`src/design/gf2r_pkg.sv`:
```
// gf2r_pkg: shared types and fixed widths for the incremental gf(2) rank block
// no dependencies; used by every module under design/
`default_nettype none

package gf2r_pkg;

  localparam int unsigned COL_W   = 64;
  localparam int unsigned PIVOT_W = 6;
  localparam int unsigned RANK_W  = 7;

  // input beat
  typedef struct packed {
    logic [COL_W-1:0] column;
    logic             first_of_set;
  } in_t;

  // result beat
  typedef struct packed {
    logic               independent;
    logic [PIVOT_W-1:0] pivot_bit;
    logic [RANK_W-1:0]  running_rank;
    logic [RANK_W-1:0]  deficiency;
  } out_t;

  // control that travels down the cell chain beside the column
  typedef struct packed {
    logic               valid;
    logic               clr;
    logic               indep;
    logic [PIVOT_W-1:0] pivot;
  } ctl_t;

endpackage

`default_nettype wire

```
`src/design/gf2r_cell.sv`:
```
// gf2r_cell: one link of the reduction chain, owns the basis row whose leading bit is POS
// depends on gf2r_pkg
`default_nettype none

module gf2r_cell #(
  parameter int unsigned COL_BITS = 64,
  parameter int unsigned POS      = 63
) (
  input  wire logic                clk,
  input  wire logic                rst_n,
  input  wire logic                advance,
  input  wire gf2r_pkg::ctl_t      ctl_in,
  input  wire logic [COL_BITS-1:0] x_in,
  output gf2r_pkg::ctl_t           ctl_out,
  output logic [COL_BITS-1:0]      x_out
);

  gf2r_pkg::ctl_t      ctl_r, ctl_nxt;
  logic [COL_BITS-1:0] x_r, x_nxt;
  logic [COL_BITS-1:0] row_r, row_nxt;
  logic                used_r, used_nxt;
  logic                used_eff;

  always_comb begin
    used_eff = ctl_in.clr ? 1'b0 : used_r;
    ctl_nxt  = ctl_in;
    x_nxt    = x_in;
    used_nxt = used_r;
    row_nxt  = row_r;
    if (ctl_in.valid) begin
      used_nxt = used_eff;
      if (x_in[POS]) begin
        if (used_eff) begin
          x_nxt = x_in ^ row_r;
        end else begin
          // new leading bit: keep the reduced column here
          row_nxt       = x_in;
          used_nxt      = 1'b1;
          x_nxt         = '0;
          ctl_nxt.indep = 1'b1;
          ctl_nxt.pivot = gf2r_pkg::PIVOT_W'(POS);
        end
      end
    end
  end

  always_ff @(posedge clk) begin
    if (!rst_n) begin
      ctl_r  <= '0;
      used_r <= 1'b0;
    end else if (advance) begin
      ctl_r  <= ctl_nxt;
      used_r <= used_nxt;
    end
  end

  always_ff @(posedge clk) begin
    if (advance) begin
      x_r   <= x_nxt;
      row_r <= row_nxt;
    end
  end

  assign ctl_out = ctl_r;
  assign x_out   = x_r;

  // a stored row always leads with this cell's bit
  a_row_lead: assert property (@(posedge clk) disable iff (!rst_n)
    used_r |-> row_r[POS])
    else $error("stored row lacks its leading bit");

  // once past this cell a column has no bit at or above POS
  a_cleared: assert property (@(posedge clk) disable iff (!rst_n)
    ctl_r.valid |-> (x_r >> POS) == '0)
    else $error("column not reduced below cell position");

endmodule

`default_nettype wire

```
`config.mk`:
```
export PLATFORM = sky130hd
export DESIGN_NAME = gf2r_cell
export DESIGN_NICKNAME = d
export VERILOG_FILES = /design/src/design/gf2r_pkg.sv /design/src/design/gf2r_cell.sv
export SDC_FILE = /design/constraint.sdc
export NUM_CORES = 1
export LEC_CHECK = 0
export BUFFER_PORTS_ARGS = -buffer_cell sky130_fd_sc_hd__buf_4
export CORE_AREA = 2 2 108 110
export DETAILED_ROUTE_END_ITERATION = 8
export DIE_AREA = 0 0 110 112
export PLACE_DENSITY = 0.77
export REMOVE_ABC_BUFFERS = 1
export SYNTH_ARGS = -nofsm -noshare
export SYNTH_HDL_FRONTEND = slang
export SYNTH_SLANG_ARGS = --single-unit
```
`constraint.sdc`:
```
create_clock -name clk -period 4.9 [get_ports clk]
set_clock_uncertainty 0.2 [all_clocks]
set_input_delay 1.225 -clock clk [delete_from_list [all_inputs] [get_ports clk]]
set_output_delay 1.225 -clock clk [all_outputs]
set_load 0.01 [all_outputs]
```
==> impl_metrics.toml <==
[placement]
place_area_sq_um = 6810
gp_congestion = 0.714
dp.cells = 657
io_buffers = 148
dpl.hpwl_um = 7360

[outcome]
status = "complete, no violations"

[drt]
drt_iter0_drc = 215
drt_pass1_iterations = 4
drtAntennaViolNets = 0
vias = 3840
post_drt_wl_per_cell_um = 17.2
route.detailed.drc = 0
drt_wl_total_um = 11900
vias_per_cell = 5.57

[synth]
ys_seq_area_share_pct = 71.1
yosysWarnings = 0
ys_seq_elements = 137
synth_area_sq_um = 5650
synth.largest_area_cell = "edfxtp_1"
synth_area_leaders = "edfxtp_1 (68%), a22o_1 (9.8%), nor2b_1 (7.3%)"
synth_cells = 386
syn_avg_cell_area_sq_um = 14.6
synth_top_area_share_pct = 67.6
ys_types = 18

[hold_path]
min_path_type = "register to register"

[clock_tree]
cts_inserted_buffers = 17
clk_latency_ns = 0.40
clk_pin_slew_worst_paths_ns = 0.05
ctsResizeCount = 0
hold_buffers = 0
root_buffer = "clkbuf_16"
cts_setup_buffers = 0
cts_tree = "built"
numClockSinks = 137
clk_path_buf_depth = 2
cts_htree_levels = 4

[floorplan]
dieWidth_um = 110
core.rowCount = 39
die_h_um = 112
pin_count = 149
dieArea_sq_um = 12300
core_area_sq_um = 11200
initial_core_util_pct = 50.5

[sta]
rsz0062_at_grt = "false"
setup_viol = 0
tns_ns = 0
slew_headroom_pct = 32.8
worstMarginPinSlew_ns = 1.01
fmax_mhz = 360
min_period_over_period_pct = 56.7
min_period_ns = 2.78
timing_hold_violations_final = 0
final_max_slew_viol_count = 0

[power]
power_leakage_uw = 0.00277
p_switching_uw = 596
powerDensity_nw_per_um2 = 383
seqPwrFrac_pct = 48.5
p_clk_share_pct = 42.3
peakVddDrop_uv = 196
swShare_pct = 21.2
p_int_uw = 2220
pwr-share-comb_pct = 9.2

[setup_path]
cp.required_ns = 4.72
critPathCaptureType = "register"
cp_num_buf_inv = 1
path_class = "primary input to register"
critPathTopFamily = "simple AND/OR/NAND/NOR gates"
worstPathMaxFanout = 63
arrival_ns = 2.60
crit_path_start_kind = "primary input"
slowest_delay_ns = 0.81
cp_cell_sequence = "buf_4, nand2b_2, and3_4"
cp_slowest_cell = "and3_4"

[layout]
fin_cells = 689
n_antenna_cell = 0
nets = 609
final_area_sq_um = 7350
fin_util_pct = 65.8
drive_gt1_share_pct = 33.5
areaGrowthSynthToFinish_pct = 30.3

[global_routing]
track_usage_pct = 19.9
grt_pass1_vias = 3720
grt_overflow = 0
grt_pass1_wl_um = 18600
antenna_found_initial = 0
grt_max_degree = 83

[run]
drv_cap = 0
state kept, by name, summed over array words and instances, names as in the netlist:
name / cells
ctl_out: 9
used_r: 1
row_r: 63
x_out: 64
cell usage in the layout (no fill, tap or decap), drive strengths merged, types with 2 or more instances in the layout:
cell / n
buf: 153
edfxtp: 127
o21ai: 70
nor2b: 66
a22o: 63
clkbuf: 21
a21oi: 14
dfxtp: 10
clkinv: 8
nand2: 2
mux2i: 2
nand3: 2
bufinv: 2
per-stage QoR:
step           hold slack, ns  setup WS [ns]  power (uW)
6_report                0.285           2.12        2820
5_1_grt                 0.311           2.03        2910
4_1_cts                 0.291           2.13        2830
3_5_place_dp            0.283           1.72        1650
3_3_place_gp            0.252           1.74        1640
2_1_floorplan           0.230        -0.0638        1490
final cells by class:
| class | count | area, sq um |
|---|---|---|
| flip-flops and latches | 137 | 4010 |
| fillers | 803 | 3820 |
| multi-input cells | 224 | 1470 |
| repair buffers | 153 | 1150 |
| clock buffers | 21 | 440 |
| well taps | 143 | 179 |
| clock inverters | 11 | 105 |
worst min-delay path: stages (launching register included):
cell,delay (ns)
dfxtp_1,0.32
nand3_1,0.07
nand2_1,0.05
kinds of logic after synthesis:
kind of cell	Yosys count	synth area share, %
AO/OA/AOI/OAI	147	17.2
buffers and inverters	25	3.06
flip-flops	137	71.1
multiplexers	2	0.355
AND/OR/NAND/NOR	75	8.27
final timing paths:
| path | start | endpoint | slack [ns] | cells past startpoint |
|---|---|---|---|---|
| worst max-delay path | ctl_in[7] | row_r[17] | 2.12 | 3 |
| worst min-delay path | used_r | used_r | 0.28 | 2 |
| worst max register to register | used_r | row_r[17] | 2.77 | 2 |
| worst min register to register | used_r | used_r | 0.28 | 2 |
power by group through the flow:
stage               Combinational (uW)  Sequential [uW]  Clock [uW]
finish                             259             1370        1190
global route                       283             1370        1260
CTS                                261             1370        1210
detailed placement                 260             1390           0
global placement                   251             1390           0
floorplan                         82.6             1410           0
Yosys cell counts:
cell / instances
a21oi_1: 14
a22o_1: 63
and2_1: 1
and3_1: 1
buf_2: 15
buf_6: 8
clkbuf_1: 2
dfxtp_1: 10
edfxtp_1: 127
mux2i_1: 2
nand2_1: 2
nand2b_1: 1
nand3_1: 2
nand4_1: 1
nor2_4: 1
nor2b_1: 66
o21ai_0: 8
o21ai_1: 62
metal layers:
metal	global-route usage (%)	vias up	wire (um)	share of wire [%]
li1	-	1795	-	-
met1	25.4	1866	4950	42
met2	31.6	159	5800	49
met3	6.09	20	888	7.5
met4	8.19	0	214	1.8
met5	0	-	0	0
(Power assumes the default switching activity.)
