[config.mk]
export PLATFORM = sky130hd
export DESIGN_NAME = gf2r_rank
export DESIGN_NICKNAME = d
export VERILOG_FILES = /design/src/design/gf2r_pkg.sv /design/src/design/gf2r_rank.sv
export SDC_FILE = /design/constraint.sdc
export NUM_CORES = 1
export LEC_CHECK = 0
export BUFFER_PORTS_ARGS = -buffer_cell sky130_fd_sc_hd__buf_2
export CAP_MARGIN = 20
export CORE_ASPECT_RATIO = 1.75
export CORE_MARGIN = 3
export CORE_UTILIZATION = 49
export DETAILED_ROUTE_END_ITERATION = 8
export GPL_ROUTABILITY_DRIVEN = 0
export PLACE_DENSITY = 0.84
export SETUP_SLACK_MARGIN = 0.1
export SYNTH_ARGS = -nofsm -noshare
export SYNTH_HDL_FRONTEND = slang
export SYNTH_SLANG_ARGS = --single-unit
[constraint.sdc]
create_clock -name clk -period 2.7 [get_ports clk]
set_clock_uncertainty 0.1 [all_clocks]
set_input_delay 0.405 -clock clk [delete_from_list [all_inputs] [get_ports clk]]
set_output_delay 0.405 -clock clk [all_outputs]
set_load 0.03 [all_outputs]
[src/design/gf2r_pkg.sv]
// gf2r_pkg: shared types and fixed widths for the incremental gf(2) rank block
// no dependencies; used by every module under design/
`default_nettype none

package gf2r_pkg;

  localparam int unsigned COL_W   = 64;
  localparam int unsigned PIVOT_W = 6;
  localparam int unsigned RANK_W  = 7;

  // input beat
  typedef struct packed {
    logic [COL_W-1:0] column;
    logic             first_of_set;
  } in_t;

  // result beat
  typedef struct packed {
    logic               independent;
    logic [PIVOT_W-1:0] pivot_bit;
    logic [RANK_W-1:0]  running_rank;
    logic [RANK_W-1:0]  deficiency;
  } out_t;

  // control that travels down the cell chain beside the column
  typedef struct packed {
    logic               valid;
    logic               clr;
    logic               indep;
    logic [PIVOT_W-1:0] pivot;
  } ctl_t;

endpackage

`default_nettype wire

[src/design/gf2r_rank.sv]
// gf2r_rank: tail of the chain, keeps the running rank and holds the result beat
// depends on gf2r_pkg
`default_nettype none

module gf2r_rank #(
  parameter int unsigned COL_BITS = 64
) (
  input  wire logic           clk,
  input  wire logic           rst_n,
  input  wire gf2r_pkg::ctl_t ctl_in,
  output logic                advance,
  output logic                out_valid,
  input  wire logic           out_ready,
  output gf2r_pkg::out_t      out_data
);

  localparam logic [gf2r_pkg::RANK_W-1:0] FULL = gf2r_pkg::RANK_W'(COL_BITS);

  logic [gf2r_pkg::RANK_W-1:0] rank_r, rank_nxt;
  logic                        vld_r;
  gf2r_pkg::out_t              res_r, res_nxt;

  assign advance = !vld_r || out_ready;

  always_comb begin
    rank_nxt = ctl_in.clr ? '0 : rank_r;
    rank_nxt = rank_nxt + gf2r_pkg::RANK_W'(ctl_in.indep);
    res_nxt.independent  = ctl_in.indep;
    res_nxt.pivot_bit    = ctl_in.pivot;
    res_nxt.running_rank = rank_nxt;
    res_nxt.deficiency   = FULL - rank_nxt;
  end

  always_ff @(posedge clk) begin
    if (!rst_n) begin
      rank_r <= '0;
      vld_r  <= 1'b0;
    end else if (advance) begin
      vld_r <= ctl_in.valid;
      if (ctl_in.valid) begin
        rank_r <= rank_nxt;
      end
    end
  end

  always_ff @(posedge clk) begin
    if (advance && ctl_in.valid) begin
      res_r <= res_nxt;
    end
  end

  assign out_valid = vld_r;
  assign out_data  = res_r;

  a_rank_bound: assert property (@(posedge clk) disable iff (!rst_n)
    rank_r <= FULL)
    else $error("rank above column width");

  a_defic: assert property (@(posedge clk) disable iff (!rst_n)
    vld_r |-> (res_r.running_rank + res_r.deficiency) == FULL)
    else $error("rank and deficiency disagree");

  a_dep_pivot: assert property (@(posedge clk) disable iff (!rst_n)
    (vld_r && !res_r.independent) |-> res_r.pivot_bit == '0)
    else $error("dependent column reports a pivot");

endmodule

`default_nettype wire

==> qor.yml <==
run_status:
  outcome: "completed"
worst_setup_path:
  crit_fanout: 5
  path_class: "reg2reg"
  reg2reg_depth: 8
  cp_top_family: "simple AND/OR/NAND/NOR gates"
  cp_slowest_cell: "dfxtp_1"
  cp_cell_sequence: "and2b_1 > ha_1 > ha_1 > nand3_1 > mux2_4 > or2_1 > o21ai_0 > o31ai_1"
  critPathBufInv: 0
  startpoint_type: "register"
  cp_slowest_stage_delay_ns: 0.34
  crit_path_frequent_cell: "ha_1"
  endpoint_kind: "register"
  cp.required_ns: 2.67
  worstPathArrival_ns: 2.26
  cp.depth: 8
pwr:
  power.density_nw_per_um2: 558
  p_clk_share_pct: 21.3
  vdd_ir_drop_max_mv: 0.368
  leakagePower_uw: 0.000604
  internal_power_uw: 580
  pwr-share-comb_pct: 15.8
  p_seq_share_pct: 62.9
  sw_frac_of_total_pct: 26.2
  net-switching-power_uw: 206
floorplan:
  rows: 22
  fp.dieW_um: 43.1
  pin_count: 35
  start_util_pct: 53.6
  core-area_um2: 2200
  die_y_um: 70.9
  dieArea_um2: 3060
sta:
  setup_violations: 0
  worst_pin_slew_ns: 0.474
  slew_violations: 0
  relSlewSlack_pct: 68.2
  fin_setup_tns_ns: 0
  min_period_over_period_pct: 84.7
  hold_viol: 0
  finalCriticalPeriod_ns: 2.29
  worst_slack_ns: 0.414
  rsz0062_at_grt: "no"
  max_freq_ghz: 0.437
global_route:
  top_usage_layer: "met2"
  use_met3_pct: 3.82
  met2_usage_pct: 29.2
  antenna_found_initial: 0
  grt_pass1_vias: 868
  grt_overflow_total: 0
  grt_use_met1_pct: 16.0
  grt_max_degree: 16
  grt_pass1_wl_mm: 3.73
  track_usage_pct: 15.7
drt:
  drc: 0
  antenna_left: 0
  vias: 871
  wl_per_cell_um: 14.7
  drt_first_pass_iters: 4
  wirelength_mm: 2.30
  drt_iter0_markers: 29
  via_per_inst: 5.55
logic_synthesis:
  synth_cells: 95
  synthDistinctLibCells: 27
  yosys.area_share.simple_pct: 16.4
  synth_area_um2: 1180
  synthesis.nets: 110
  synth.ff_latch_count: 28
  yosys_warnings: 0
  synth-compound-area-share_pct: 7.21
  synthMuxAreaShare_pct: 2.55
  synth_xor_area_share_pct: 3.61
  synth-adder-area-share_pct: 3.18
  syn_avg_cell_area_um2: 12.4
  ys_seq_area_share_pct: 64.5
  synth_top_family_by_area: "simple AND/OR/NAND/NOR gates"
cts:
  post_cts_buffers: 0
  root_buffer: "clkbuf_4"
  cts_sinks: 28
  cts_resized: 0
  h-tree-depth: 1
  numCtsBuffers: 3
  cts_tree: "done"
  cts_hold_buf: 0
  cts_buffer_depth: 2
  clk_pin_slew_worst_paths_ns: 0.14
  insertion_delay_ns: 0.32
final_layout:
  post-route-util_pct: 64.0
  layout.nets: 149
  fillers: 184
  drive_above_1_share_pct: 32.3
  area_delta_synth_final_pct: 19.5
  layout_commonest_cell: "buf_2"
  diodes: 0
  final_cell_mix: "buf_2 (34), edfxtp_1 (20), nand2_1 (15), dfxtp_1 (8), nand3_1 (7)"
hold_path:
  hp-class: "in2reg"
  min_path_cells: 1
placed_design:
  hpwlAfterDp_mm: 1.80
  portBuffers: 34
  dp_worst_setup_slack_ns: 0.156
job:
  maxCapViolations: 0
[flip-flops by register name, indices dropped and copies added, names as in the netlist]
register / flops
rank_r: 7
out_data: 20
out_valid: 1
[cell type report]
| class | count | area, um2 | share of cell area, % |
|---|---|---|---|
| clock inverters | 1 | 3.75 | 0.266 |
| multi-input cells | 60 | 389 | 27.6 |
| well taps | 24 | 30.0 | 2.13 |
| inverters | 5 | 18.8 | 1.33 |
| repair buffers | 36 | 185 | 13.1 |
| clock buffers | 3 | 22.5 | 1.60 |
| flip-flops and latches | 28 | 761 | 53.9 |
[power groups by stage]
stage | combinational (uW) | sequential (uW) | clock [uW]
2_1_floorplan | 42.5 | 548 | 0
3_3_place_gp | 122 | 503 | 0
3_5_place_dp | 125 | 505 | 0
4_1_cts | 125 | 495 | 170
5_1_grt | 133 | 498 | 192
6_report | 124 | 495 | 168
[worst register-to-register path: stages, from the launching register on]
cell and delay (ns):
dfxtp_1 0.34, and2b_1 0.15, ha_1 0.21, ha_1 0.25
nand3_1 0.13, mux2_4 0.33, or2_1 0.25, o21ai_0 0.18
o31ai_1 0.10
[path summary, 6_finish.rpt]
kind	to	startpoint	slack [ns]
worst max-delay path	out_data[6]	rank_r[0]	0.41
worst min-delay path	out_data[14]	ctl_in[0]	0.15
worst max register to register	out_data[6]	rank_r[0]	0.41
worst min register to register	rank_r[6]	rank_r[6]	0.39
[kinds of logic after synthesis]
group	count (synthesis)
AND/OR/NAND/NOR	38
adder cells (fa/ha/maj)	3
flip-flops	28
AO/OA/AOI/OAI	13
XOR/XNOR	4
buffers and inverters	7
multiplexers	2
[cell usage after synthesis (all sizes together)]
library cell,instances,area [um2]
nand2b,2,12.5
nor2,2,7.51
a21boi,5,37.5
buf,1,7.51
nand3,7,35.0
dfxtp,8,160
nand4,1,6.26
ha,3,37.5
or2,1,6.26
nand2,15,56.3
nor3,1,5.00
mux2,2,30.0
o31ai,1,7.51
clkbuf,1,3.75
xor2,1,16.3
nor2b,2,12.5
a21oi,2,10.0
edfxtp,20,601
o211a,1,10.0
and2b,2,15.0
o21ai,4,20.0
xnor2,3,26.3
clkinv,1,3.75
nor4,1,12.5
or3,3,18.8
and2,1,6.26
inv,4,15.0
[per-layer routing]
metal  routed length, um  part of all wire (%)
met4                  61                   2.6
met2                1280                    55
met1                 797                    35
met5                   0                     0
met3                 167                   7.3
[through the flow]
step,hold slack (ns),total power [uW],area (um2),instances
2_1_floorplan,0.335,590,1180,95
3_3_place_gp,0.355,625,1380,153
3_5_place_dp,0.370,630,1380,153
4_1_cts,0.152,790,1410,157
5_1_grt,0.125,822,1410,157
6_report,0.152,786,1410,157
(Power assumes the default switching activity.)
